<file path="src/hdl/fcl_pkg.sv">
// ----------------------------------------------------------------------------
// fcl_pkg
// shared constants for the floyd cycle length block
// ----------------------------------------------------------------------------
package fcl_pkg;
  // which runner update a finished map evaluation belongs to
  typedef enum logic [2:0] {
    PH_P1_SLOW,
    PH_P1_FAST1,
    PH_P1_FAST2,
    PH_P2_SLOW,
    PH_P2_FAST,
    PH_P3_FAST
  } phase_e;
endpackage

</file>
<file path="src/hdl/fcl_mulmod.sv">
// ----------------------------------------------------------------------------
// fcl_mulmod
// bit-serial modular multiplier, one multiplier bit per cycle, msb first
// ----------------------------------------------------------------------------
module fcl_mulmod import fcl_pkg::*; #(
  parameter int WORD_BITS = 32
) (
  input  logic                 clk_i,
  input  logic                 rst_ni,
  input  logic                 start_i,
  input  logic [WORD_BITS-1:0] x_i,     // serial operand, any value
  input  logic [WORD_BITS-1:0] y_i,     // parallel operand, below n
  input  logic [WORD_BITS-1:0] n_i,     // modulus, nonzero
  output logic                 done_o,
  output logic [WORD_BITS-1:0] r_o
);
  localparam int CntW = $clog2(WORD_BITS + 1);

  logic [WORD_BITS-1:0] x_q, x_d, y_q, y_d, n_q, n_d, r_q, r_d;
  logic [CntW-1:0]      cnt_q, cnt_d;
  logic                 busy_q, busy_d, done_q, done_d;
  logic [WORD_BITS:0]   dbl, dbl_red, sum;

  always_comb begin
    dbl     = {r_q, 1'b0};
    dbl_red = (dbl >= {1'b0, n_q}) ? dbl - {1'b0, n_q} : dbl;
    sum     = dbl_red + (x_q[WORD_BITS-1] ? {1'b0, y_q} : '0);
    if (sum >= {1'b0, n_q}) sum = sum - {1'b0, n_q};
    x_d = x_q; y_d = y_q; n_d = n_q; r_d = r_q;
    cnt_d = cnt_q; busy_d = busy_q; done_d = 1'b0;
    if (start_i) begin
      x_d = x_i; y_d = y_i; n_d = n_i; r_d = '0;
      cnt_d = CntW'(WORD_BITS); busy_d = 1'b1;
    end else if (busy_q) begin
      r_d   = sum[WORD_BITS-1:0];
      x_d   = {x_q[WORD_BITS-2:0], 1'b0};
      cnt_d = cnt_q - 1'b1;
      if (cnt_q == CntW'(1)) begin
        busy_d = 1'b0;
        done_d = 1'b1;
      end
    end
  end

  always_ff @(posedge clk_i or negedge rst_ni) begin
    if (!rst_ni) begin
      busy_q <= 1'b0;
      done_q <= 1'b0;
      cnt_q  <= '0;
    end else begin
      busy_q <= busy_d;
      done_q <= done_d;
      cnt_q  <= cnt_d;
    end
  end

  always_ff @(posedge clk_i) begin
    x_q <= x_d; y_q <= y_d; n_q <= n_d; r_q <= r_d;
  end

  assign done_o = done_q;
  assign r_o    = r_q;
endmodule

</file>
<file path="src/hdl/floyd_cycle_length_quadratic_map.sv">
// ----------------------------------------------------------------------------
// floyd_cycle_length_quadratic_map
// tortoise-hare cycle length of x -> ((x*x mod n)*a + b) mod n from seed 0
// ----------------------------------------------------------------------------
// Each input transfer carries n, a and b; the block returns n minus the length
// of the cycle that the map reaches from zero. One item is worked at a time.
// Every map step is two bit-serial modular products plus an offset add. An item
// first reduces a and b with the same multiplier, then takes roughly three
// steps per element of tail plus cycle, data dependent. A zero modulus returns
// zero at once. The result sits in an output register, so a new item may be
// taken while the previous result waits.
module floyd_cycle_length_quadratic_map import fcl_pkg::*; #(
  parameter int WORD_BITS = 32
) (
  input  logic                 clk_i,
  input  logic                 rst_ni,
  input  logic                 s_axis_tvalid_i,
  output logic                 s_axis_tready_o,
  input  logic [3*WORD_BITS-1:0] s_axis_tdata_i, // modulus, multiplier, offset
  output logic                 m_axis_tvalid_o,
  input  logic                 m_axis_tready_i,
  output logic [WORD_BITS-1:0] m_axis_tdata_o    // survivors
);
  localparam logic [2:0] S_IDLE = 3'd0, S_RED_A = 3'd1, S_RED_B = 3'd2,
                         S_MUL1 = 3'd3, S_MUL2 = 3'd4, S_ADDB = 3'd5,
                         S_DONE = 3'd6;
  localparam int W = WORD_BITS;

  logic [2:0]   state_q, state_d;
  phase_e       ph_q, ph_d;
  logic         go_q, go_d;
  logic [W-1:0] n_q, n_d, a_q, a_d, b_q, b_d, mx_q, mx_d, v_q, v_d;
  logic [W-1:0] slow_q, slow_d, fast_q, fast_d, len_q, len_d, res_q, res_d;
  logic         ov_q, ov_d;
  logic [W-1:0] mm_x, mm_y, mm_r, y;
  logic         mm_done;
  logic [W:0]   addsum;

  // operand selection for the shared serial multiplier
  always_comb begin
    unique case (state_q)
      S_RED_A: begin mm_x = a_q; mm_y = W'(n_q != W'(1)); end
      S_RED_B: begin mm_x = b_q; mm_y = W'(n_q != W'(1)); end
      S_MUL1:  begin mm_x = mx_q; mm_y = mx_q; end
      default: begin mm_x = v_q; mm_y = a_q; end
    endcase
  end

  fcl_mulmod #(.WORD_BITS(W)) u_mul (
    .clk_i(clk_i), .rst_ni(rst_ni), .start_i(go_q), .x_i(mm_x), .y_i(mm_y),
    .n_i(n_q), .done_o(mm_done), .r_o(mm_r)
  );

  // final offset add of a map step
  always_comb begin
    addsum = {1'b0, v_q} + {1'b0, b_q};
    if (addsum >= {1'b0, n_q}) addsum = addsum - {1'b0, n_q};
    y = addsum[W-1:0];
  end

  always_comb begin
    state_d = state_q; ph_d = ph_q; go_d = 1'b0;
    n_d = n_q; a_d = a_q; b_d = b_q; mx_d = mx_q; v_d = v_q;
    slow_d = slow_q; fast_d = fast_q; len_d = len_q; res_d = res_q;
    ov_d = ov_q;
    if (ov_q && m_axis_tready_i) ov_d = 1'b0;
    unique case (state_q)
      S_IDLE: begin
        if (s_axis_tvalid_i) begin
          n_d = s_axis_tdata_i[W-1:0];
          a_d = s_axis_tdata_i[2*W-1:W];
          b_d = s_axis_tdata_i[3*W-1:2*W];
          if (s_axis_tdata_i[W-1:0] == '0) begin
            // n is zero here, so n - len gives zero
            len_d = '0;
            state_d = S_DONE;
          end else begin
            state_d = S_RED_A;
            go_d = 1'b1;
          end
        end
      end
      S_RED_A: if (mm_done) begin
        a_d = mm_r; state_d = S_RED_B; go_d = 1'b1;
      end
      S_RED_B: if (mm_done) begin
        // first step: slow = f(0)
        b_d = mm_r; slow_d = '0; fast_d = '0; mx_d = '0;
        ph_d = PH_P1_SLOW; state_d = S_MUL1; go_d = 1'b1;
      end
      S_MUL1: if (mm_done) begin
        v_d = mm_r; state_d = S_MUL2; go_d = 1'b1;
      end
      S_MUL2: if (mm_done) begin
        v_d = mm_r; state_d = S_ADDB;
      end
      S_ADDB: begin
        state_d = S_MUL1; go_d = 1'b1;
        unique case (ph_q)
          PH_P1_SLOW:  begin slow_d = y; mx_d = fast_q; ph_d = PH_P1_FAST1; end
          PH_P1_FAST1: begin fast_d = y; mx_d = y; ph_d = PH_P1_FAST2; end
          PH_P1_FAST2: begin
            fast_d = y; mx_d = slow_q;
            if (y == slow_q) begin
              fast_d = '0; ph_d = PH_P2_SLOW;
            end else begin
              ph_d = PH_P1_SLOW;
            end
          end
          PH_P2_SLOW:  begin slow_d = y; mx_d = fast_q; ph_d = PH_P2_FAST; end
          PH_P2_FAST:  begin
            fast_d = y;
            if (y == slow_q) begin
              len_d = '0; mx_d = y; ph_d = PH_P3_FAST;
            end else begin
              mx_d = slow_q; ph_d = PH_P2_SLOW;
            end
          end
          default: begin
            // counting the cycle
            fast_d = y; len_d = len_q + 1'b1; mx_d = y;
            if (y == slow_q) begin
              state_d = S_DONE; go_d = 1'b0;
            end
          end
        endcase
      end
      default: begin
        // load the output register only once it is free
        if (!ov_q || m_axis_tready_i) begin
          res_d = n_q - len_q;
          ov_d = 1'b1; state_d = S_IDLE;
        end
      end
    endcase
  end

  always_ff @(posedge clk_i or negedge rst_ni) begin
    if (!rst_ni) begin
      state_q <= S_IDLE;
      ph_q    <= PH_P1_SLOW;
      go_q    <= 1'b0;
      ov_q    <= 1'b0;
    end else begin
      state_q <= state_d;
      ph_q    <= ph_d;
      go_q    <= go_d;
      ov_q    <= ov_d;
    end
  end

  always_ff @(posedge clk_i) begin
    n_q <= n_d; a_q <= a_d; b_q <= b_d; mx_q <= mx_d; v_q <= v_d;
    slow_q <= slow_d; fast_q <= fast_d; len_q <= len_d; res_q <= res_d;
  end

  assign s_axis_tready_o = (state_q == S_IDLE);
  assign m_axis_tvalid_o = ov_q;
  assign m_axis_tdata_o  = res_q;
endmodule

</file>
<file path="config.mk">
export PLATFORM = sky130hd
export DESIGN_NAME = floyd_cycle_length_quadratic_map
export DESIGN_NICKNAME = d
export VERILOG_FILES = /design/src/hdl/fcl_pkg.sv /design/src/hdl/fcl_mulmod.sv /design/src/hdl/floyd_cycle_length_quadratic_map.sv
export SDC_FILE = /design/constraint.sdc
export NUM_CORES = 1
export LEC_CHECK = 0
export BUFFER_PORTS_ARGS = -buffer_cell sky130_fd_sc_hd__buf_2
export CAP_MARGIN = 20
export CORE_MARGIN = 8
export CORE_UTILIZATION = 45
export CTS_CLUSTER_SIZE = 10
export DETAILED_ROUTE_END_ITERATION = 12
export GPL_TIMING_DRIVEN = 0
export PLACE_DENSITY = 0.61
export SLEW_MARGIN = 20
export SYNTH_ARGS = -nofsm -noshare
export SYNTH_HDL_FRONTEND = slang
export SYNTH_HIERARCHICAL = 1
export SYNTH_SLANG_ARGS = --single-unit
export TNS_END_PERCENT = 1
</file>
<file path="constraint.sdc">
create_clock -name clk_i -period 9.35 [get_ports clk_i]
set_clock_uncertainty 0.1 [all_clocks]
set_input_delay 1.4025 -clock clk_i [delete_from_list [all_inputs] [get_ports clk_i]]
set_output_delay 1.4025 -clock clk_i [all_outputs]
set_load 0.01 [all_outputs]
</file>
=== After elaboration in Yosys (flattened, before gate mapping) ===
Index checks and enable logic that the tools add are counted.

* Reductions and logical operators: 30
* Bitwise gates (word level): 1
* Equality and inequality tests: 23
* Add/subtract/negate cells: 8
* Order comparisons: 3
* Mux-type cells: 59

{| class="wikitable"
|+ Operators by type and width
! kind !! count
|-
| 32-bit one-hot mux with 2 select lines || 9
|-
| 32-bit 2-to-1 mux || 15
|-
| 32-bit one-hot mux with 3 select lines || 2
|-
| 33-bit by 32-bit >= comparator with 1-bit output || 3
|-
| 32-bit subtractor || 3
|-
| 32-bit by 32-bit adder with 33-bit output || 1
|-
| 33-bit by 32-bit adder with 33-bit output || 1
|-
| 3-bit 2-to-1 mux || 11
|-
| 33-bit 2-to-1 mux || 1
|-
| 33-bit by 32-bit subtractor with 33-bit output || 1
|-
| 32-bit by 1-bit adder with 32-bit output (second input constant) || 1
|-
| 32-bit equality test || 1
|-
| 32-bit logical NOT || 1
|-
| 32-bit by 1-bit != test with 1-bit output (second input constant) || 1
|-
| 3-bit one-hot mux with 6 select lines || 1
|-
| 3-bit one-hot mux with 5 select lines || 1
|-
| 3-bit AND reduction || 5
|-
| 1-bit 2-to-1 mux || 14
|-
| 3-bit by 2-bit equality test with 1-bit output (second input constant) || 4
|-
| 6-bit 2-to-1 mux || 2
|-
| 2-bit by 1-bit != test with 1-bit output (second input constant) || 5
|-
| 2-bit nonzero test || 5
|-
| 3-bit equality test (second input constant) || 3
|-
| 2-bit != test (second input constant) || 4
|-
| 22 further kinds || 29
|}

* Output and inout bits: 34
* Logic and storage cells: 144
* Register bits after elaboration: 432

=== Longest topological paths before layout ===
Gate-level depths: netlist of run 1.

* Depth in word-level cells: 7
* Mapped depth: 34
* Gate-level depth less buffers: 32

=== Modules after synthesis ===
Netlist of run 1, hierarchy kept.

{| class="wikitable"
|+ By module, submodules not included
! module !! area each (um2) !! cells each !! instances
|-
| floyd_cycle_length_quadratic_map || 21086.5 || 2160 || 1
|-
| fcl_mulmod || 10465.0 || 1085 || 1
|}

=== Worst setup path after synthesis of run 1 ===
Ideal clock, no wire load.

* Path kind: reg-to-reg
* Start: register b_q[5]
* End: register len_q[0] (enable)
* Buffers on the path: 2
* Library setup time: 470 ps
* Arrival: 8646 ps
* Setup slack: 134 ps
* Cell stages (with the launch flop): 25
* Required time: 8780 ps
* Clock period less this slack: 9216 ps
* Path through: edfxtp_1 > ha_1 > a21o_1 > or3_4 > o21ai_4 > o211a_1 > clkbuf_1 > o21ai_0 > o41ai_1 > xnor2_1 > ha_1 > a21o_1 > a211o_1 > a31oi_1 > o21ai_0 > a211o_1 > or3_1 > buf_6 > or3_4 > nand3_2 > or4b_1 > or4b_4 > nor4_4 > nor2_2 > a211oi_1

* Word-level cells in the longest chain between the ends: 6

{| class="wikitable"
|+ RTL lines
! item !! line !! source
|-
| start: declaration || floyd_cycle_length_quadratic_map.sv:32 || <nowiki>logic [W-1:0] n_q, n_d, a_q, a_d, b_q, b_d, mx_q, mx_d, v_q, v_d;</nowiki>
|-
| start signal: assignment || floyd_cycle_length_quadratic_map.sv:153 || <nowiki>n_q <= n_d; a_q <= a_d; b_q <= b_d; mx_q <= mx_d; v_q <= v_d;</nowiki>
|-
| 32-bit by 32-bit adder with 33-bit output (*) || floyd_cycle_length_quadratic_map.sv:56 || <nowiki>addsum = {1'b0, v_q} + {1'b0, b_q};</nowiki>
|-
| 32-bit subtractor or 33-bit by 32-bit >= comparator with 1-bit output (tied branches) || floyd_cycle_length_quadratic_map.sv:57 || <nowiki>if (addsum >= {1'b0, n_q}) addsum = addsum - {1'b0, n_q};</nowiki>
|-
| 32-bit 2-to-1 mux (*) || floyd_cycle_length_quadratic_map.sv:57 ||
|-
| 32-bit equality test (*) || floyd_cycle_length_quadratic_map.sv:113 || <nowiki>if (y == slow_q) begin</nowiki>
|-
| 3-bit != test (no source line) (*) || n/a ||
|-
| 5-bit AND reduction (no source line) (*) || n/a ||
|-
| end signal: assignment || floyd_cycle_length_quadratic_map.sv:154 || <nowiki>slow_q <= slow_d; fast_q <= fast_d; len_q <= len_d; res_q <= res_d;</nowiki>
|-
| end: declaration || floyd_cycle_length_quadratic_map.sv:33 || <nowiki>logic [W-1:0] slow_q, slow_d, fast_q, fast_d, len_q, len_d, res_q, res_d;</nowiki>
|}

Mark *: on every way between the ends. The rest lies on a longest branch, timed or not.
A chain may end at the register's enable or synchronous reset.

=== Worst setup path in the final report of run 1 ===
* Start: register b_q[14]
* End: register len_q[30] (enable)

The elaborated chain is that of the path after synthesis.

==> metrics, run 1 <==
status=finished, final reports clean; CTS tree=built; I/O Buffers=133; Slew HR=0.167; H-Tree Depth=2; Max Root-Sink Buffers=3; CTS root buf=clkbuf_16; io pins=134; chip width=281 um; Reg clk slew, reported paths=60 ps; post-synth top area cell=edfxtp_1; die height=281 um; crit path time final=9010 ps; Mapped Cells=3,245; share of cells above drive strength 1=0.139; initial antenna violation count=3; critical path class=register to register; Core Util, Final=0.510; Synth-to-Final Area Change=12.7%; Worst Hold Slack=428 ps; Post-synth EDFFs=384; worst slew pin tran=1240 ps; clock sink count=432; total CTS buffers=54; type of the most critical hold path=register to register; Core ar.=0.0698 sq mm; WP data arrival=9240 ps; GPL Wtd Cong=0.979; WL per Instance=26.7 um; DRT Pass-1 Iters=8; Post-CTS Hold Buffers=0; number of synthesized register bits=432; final setup vio count=0; Syn Area/Cell=9.72 sq um; Synth top area share=0.365; final WL=118 mm; cell mode on critical path=buf_2; hpwl dp=92.4 mm; syn nets=3,545; largest net degree at the start of global routing=37; Iter 0 DRT Violations=3,348; unrepaired setup endpoints after global routing=false; final cell count without fillers=4,431; maximum clock frequency=111 MHz; Distinct cells, synth=107; gr usage total=0.290; Post-DRT Antenna Nets=0; Warnings, synthesis=6; Top FF cell, synth=edfxtp_1; RR Startpoint=b_q[14]; maxcap violations=0; first-pass GRT wire length=170 mm; Final Cycle Share=0.963; most frequent cells in the layout=edfxtp_1 (384), nor2_1 (255), nand2_1 (243); Setup crit end kind=register; crit-path max cell delay=920 ps; Net count, final=3,750; Skew-Pair Late Insertion Delay=660 ps; Die Footprint=0.0788 sq mm; Hold Path Origin=u_mul/x_q[0]; Worst setup SP type=register; Worst Path Max Fanout=15; placed cells=4,329; DR vias=27,171; Post-Syn Area=0.0316 sq mm; Worst path slowest cell=xnor2_1; DRC viols=0; grt ovf=0; most common cell after layout, fill and taps aside=edfxtp_1; Worst Setup SP=b_q[14]; starting density of the core=0.452; Async S/R FF share, synth=0.0370; Vias/cell=6.13; sequential cell area fraction in the yosys report=0.398; largest cells by area after synthesis=edfxtp_1 (37%), ha_1 (7.7%), mux2_2 (5.1%); Final Max Slew Viols=0; FP Rows=97; vias in the first global route=25,339; Critical Path RT=9580 ps; Hold Vio Cnt, Final=0
-- per-layer routing --
| metal | wire length, um | track usage |
|---|---|---|
| met1 | 50500 | 0.399 |
| met2 | 50300 | 0.436 |
| met3 | 10600 | 0.0565 |
| met4 | 6810 | 0.139 |
| met5 | 13 | 0 |
-- registers in the layout (all words and copies together) (netlist names), 6 cells and up --
register        cells
u_mul/cnt_q         6
slow_q             32
n_q                32
u_mul/r_o          32
m_axis_tdata_o     32
b_q                32
fast_q             32
v_q                32
u_mul/y_q          32
mx_q               32
len_q              32
u_mul/x_q          32
a_q                32
u_mul/n_q          32
-- cells by family (layout without fill, tap and decap cells) --
logic type	Yosys count	in the layout	share of synthesized area
other	0	2	0
AO/OA/AOI/OAI	880	880	0.196
buffers and inverters	366	610	0.0472
flip-flops	432	432	0.398
XOR/XNOR	210	210	0.0613
adder cells (fa/ha/maj)	200	200	0.0807
multiplexers	184	184	0.0645
AND/OR/NAND/NOR	973	973	0.152
-- cells in the mapped netlist, drive strengths merged (56+ instances only) --
master / instances
ha: 194
and2: 56
nand3: 84
nand2: 246
clkbuf: 107
edfxtp: 384
a21o: 73
nor2b: 59
a21oi: 236
mux2: 144
nor2: 258
inv: 227
nor3: 65
xnor2: 152
o21ai: 156
-- cell type report --
class	instances	area (sq um)
multi-input combinational	2447	17600
buffer	137	631
clock inverter	15	236
sequential	432	12600
inverter	229	860
clock buffer	80	1490
timing repair buffer	149	967
tap	940	1180
fill	6562	34200
antenna	2	5.00
-- stage by stage --
stage / cell area (sq um) / setup TNS, ps / worst slack (ps)
floorplan: 31600 / 0 / 134
global placement: 33400 / -126940 / -3750
detailed placement: 33700 / -22200 / -647
CTS: 35500 / 0 / 82.1
global route: 35600 / 0 / 39.1
finish: 35600 / 0 / 344
-- worst paths after layout --
kind / endpoint / slack (ps) / cells past startpoint
worst max-delay path: len_q[30] / 340 / 29
worst min-delay path: u_mul/x_q[1] / 430 / 1
worst max register to register: len_q[30] / 340 / 29
worst min register to register: u_mul/x_q[1] / 430 / 1
max in group asynchronous: go_q / 8000 / 1
min in group asynchronous: m_axis_tvalid_o / 670 / 1
-- what timing repair did --
action | 4_1_cts | 5_1_grt
resized for setup | 3 | 6
setup buffers | 0 | 5
endpoints found under the setup margin | 64 | 62
endpoints found under the hold margin | 0 | 0
pin swaps | 0 | 2
-- critical path, delay by kind of cell, from the launching register on --
kind	cells	cell delay, ps
flops	1	430
buf+inv	10	2560
simple gates	8	2020
xor+xnor	1	920
fa+ha+maj	2	530
compound gates	8	2100
Power of run 1 is not shown: default switching activity piles up to over one toggle a cycle in this logic, so the estimate is an artifact.
==> inputs of run 2 (changes only) <==
--- a/config.mk
+++ b/config.mk
@@ -16,6 +16,5 @@
 export SLEW_MARGIN = 20
 export SYNTH_ARGS = -nofsm -noshare
 export SYNTH_HDL_FRONTEND = slang
-export SYNTH_HIERARCHICAL = 1
 export SYNTH_SLANG_ARGS = --single-unit
 export TNS_END_PERCENT = 1
==> run 2 against run 1 <==
Via count down 5.3%. Worst hold slack better by 13 ps. Final cell count is 5.6% lower. Highest routed layer unchanged. Critical path type unchanged. Largest cell class unchanged. Cell area shrank 4.5%.
==> metrics, run 2 <==
type of the most critical hold path=register to register; placed cells=4,096 (-5.4%); CTS tree=built; Distinct cells, synth=103 (-3.7%); Hold Vio Cnt, Final=0 (unchanged); largest cells by area after synthesis=edfxtp_1 (38%), ha_1 (8.0%), xnor2_1 (4.2%); first-pass GRT wire length=157 mm (-7.7%); status=finished, final reports clean; most frequent cells in the layout=edfxtp_1 (384), nor2_1 (267), a21oi_1 (212); most frequent cell after synthesis=edfxtp_1; total CTS buffers=51 (-5.6%); Warnings, synthesis=0 (-6); DRC viols=0 (unchanged); diode count=0 (-2); post-synth top area cell=edfxtp_1; DR vias=25,732 (-5.3%); Post-synth EDFFs=384 (unchanged); crit-path max cell delay=550 ps (-370 ps); Iter 0 DRT Violations=2,631 (-21%); grt ovf=0 (unchanged); synth cell count leaders=edfxtp_1 (384), nor2_1 (268), a21oi_1 (214); I/O Buffers=133 (unchanged); starting density of the core=0.452 (about the same); syn nets=3,380 (-4.7%); io pins=134 (unchanged); hpwl dp=85.2 mm (-7.8%); most common cell after layout, fill and taps aside=edfxtp_1; Syn Area/Cell=9.82 sq um (+1.0%); Post-CTS Hold Buffers=0 (unchanged); number of synthesized register bits=432 (unchanged); CTS root buf=clkbuf_16; Synth top area share=0.381 (+0.0156); final WL=107 mm (-9.8%); Mapped Cells=3,080 (-5.1%); Vias/cell=6.15 (+0.34%); Max Root-Sink Buffers=3 (unchanged); FP Rows=95 (-2.1%); Synth-to-Final Area Change=12.3%; share of cells above drive strength 1=0.115 (-0.0233); placed cell area=0.0323 sq mm (-4.1%); maxcap violations=0 (unchanged); largest net degree at the start of global routing=36 (-2.7%); maximum clock frequency=113 MHz (+1.3%); Core ar.=0.0669 sq mm (-4.1%); chip width=275 um (-2.0%); Post-Syn Area=0.0303 sq mm (-4.1%); R2R Setup Slk=460 ps (+120 ps); Critical Path RT=9720 ps (+140 ps); Post-DRT Antenna Nets=0 (unchanged); initial antenna violation count=6 (+3); sequential cell area fraction in the yosys report=0.415 (+0.0170); worst slew pin tran=1150 ps (-94.8 ps); final cell count without fillers=4,182 (-5.6%); Final Cycle Share=0.950 (-0.0128); Worst path slowest cell=or4_1; fill cell count=6,169 (-6.0%); DRT Pass-1 Iters=5 (-3); Async S/R FF share, synth=0.0370 (unchanged); Worst Path Max Fanout=10 (-5); Slew HR=0.226 (+0.0589); Reg clk slew, reported paths=60 ps (about the same); critical path class=register to register; H-Tree Depth=2 (unchanged); Skew-Pair Late Insertion Delay=610 ps (-50 ps); GPL Wtd Cong=0.991 (+1.2%); Setup crit end kind=register; Worst setup SP type=register; crit path time final=8890 ps (-120 ps); fin area=0.0340 sq mm (-4.5%); WL per Instance=25.5 um (-4.4%); Die Footprint=0.0758 sq mm (-3.9%); final setup vio count=0 (unchanged); clock sink count=432 (unchanged); die height=275 um (-2.0%); WP data arrival=9260 ps (+20 ps); Net count, final=3,580 (-4.5%); gr usage total=0.274 (-0.0161); Top FF cell, synth=edfxtp_1; Final Max Slew Viols=0 (unchanged); vias in the first global route=25,439 (+0.39%)
-- run 2: layer usage --
layer / track usage / vias to the layer above / routed length (um)
li1: - / 11895 / -
met3: 0.0365 / 223 / 7780
met5: 0 / - / 27
met1: 0.346 / 12448 / 43300
met2: 0.473 / 1162 / 50800
met4: 0.110 / 4 / 4720
-- run 2: path summary, 6_finish.rpt --
check	from	to	depth (start not counted)
max	u_mul.n_q[1]	u_mul.r_o[24]	31
max in group asynchronous	rst_ni	go_q	1
min	u_mul.cnt_q[2]	u_mul.done_o	1
min reg2reg	u_mul.cnt_q[2]	u_mul.done_o	1
max reg2reg	u_mul.n_q[1]	u_mul.r_o[24]	31
min in group asynchronous	rst_ni	u_mul.cnt_q[1]	1
-- run 2: layout make-up --
cell class | count | area [sq um] | area share
buffer | 122 | 559 | 0.0165
multi-input combinational | 2310 | 16500 | 0.485
inverter | 215 | 807 | 0.0238
clock buffer | 75 | 1430 | 0.0421
tap | 873 | 1090 | 0.0322
clock inverter | 7 | 71.3 | 0.00210
sequential | 432 | 12600 | 0.370
timing repair buffer | 148 | 963 | 0.0284
-- run 2: cell families (layout without fill, tap and decap cells) --
logic type / Yosys count / count (layout) / synth area share
AO/OA/AOI/OAI: 838 / 838 / 0.190
XOR/XNOR: 203 / 203 / 0.0620
adder cells (fa/ha/maj): 200 / 200 / 0.0842
buffers and inverters: 338 / 567 / 0.0444
flip-flops: 432 / 432 / 0.415
multiplexers: 156 / 156 / 0.0550
AND/OR/NAND/NOR: 913 / 913 / 0.149
-- run 2: what timing repair did --
action	4_1_cts	5_1_grt
setup buffers	1	4
pin swaps	1	4
endpoints found under the setup margin	32	32
gates resized for setup	18	14
-- run 2: through the flow --
step	utilization	hold WS [ps]	setup WS (ps)	TNS (ps)
detailed placement	0.483	425	-1120	-31800
finish	0.508	441	464	0
CTS	0.506	441	79.3	0
global route	0.508	476	-46.7	-304
global placement	0.478	405	-1460	-41980
floorplan	-	357	1690	0
-- run 2: critical path: cells and delay by family (launching register included) --
kind | cells | cell delay (ps)
DFF | 1 | 480
and+or+nand+nor | 8 | 2170
AOI/OAI and AO/OA | 14 | 3050
adders and majority gates | 3 | 1140
muxes | 3 | 1000
buffers and inverters | 3 | 790
Power of run 2 is left out for the same reason.
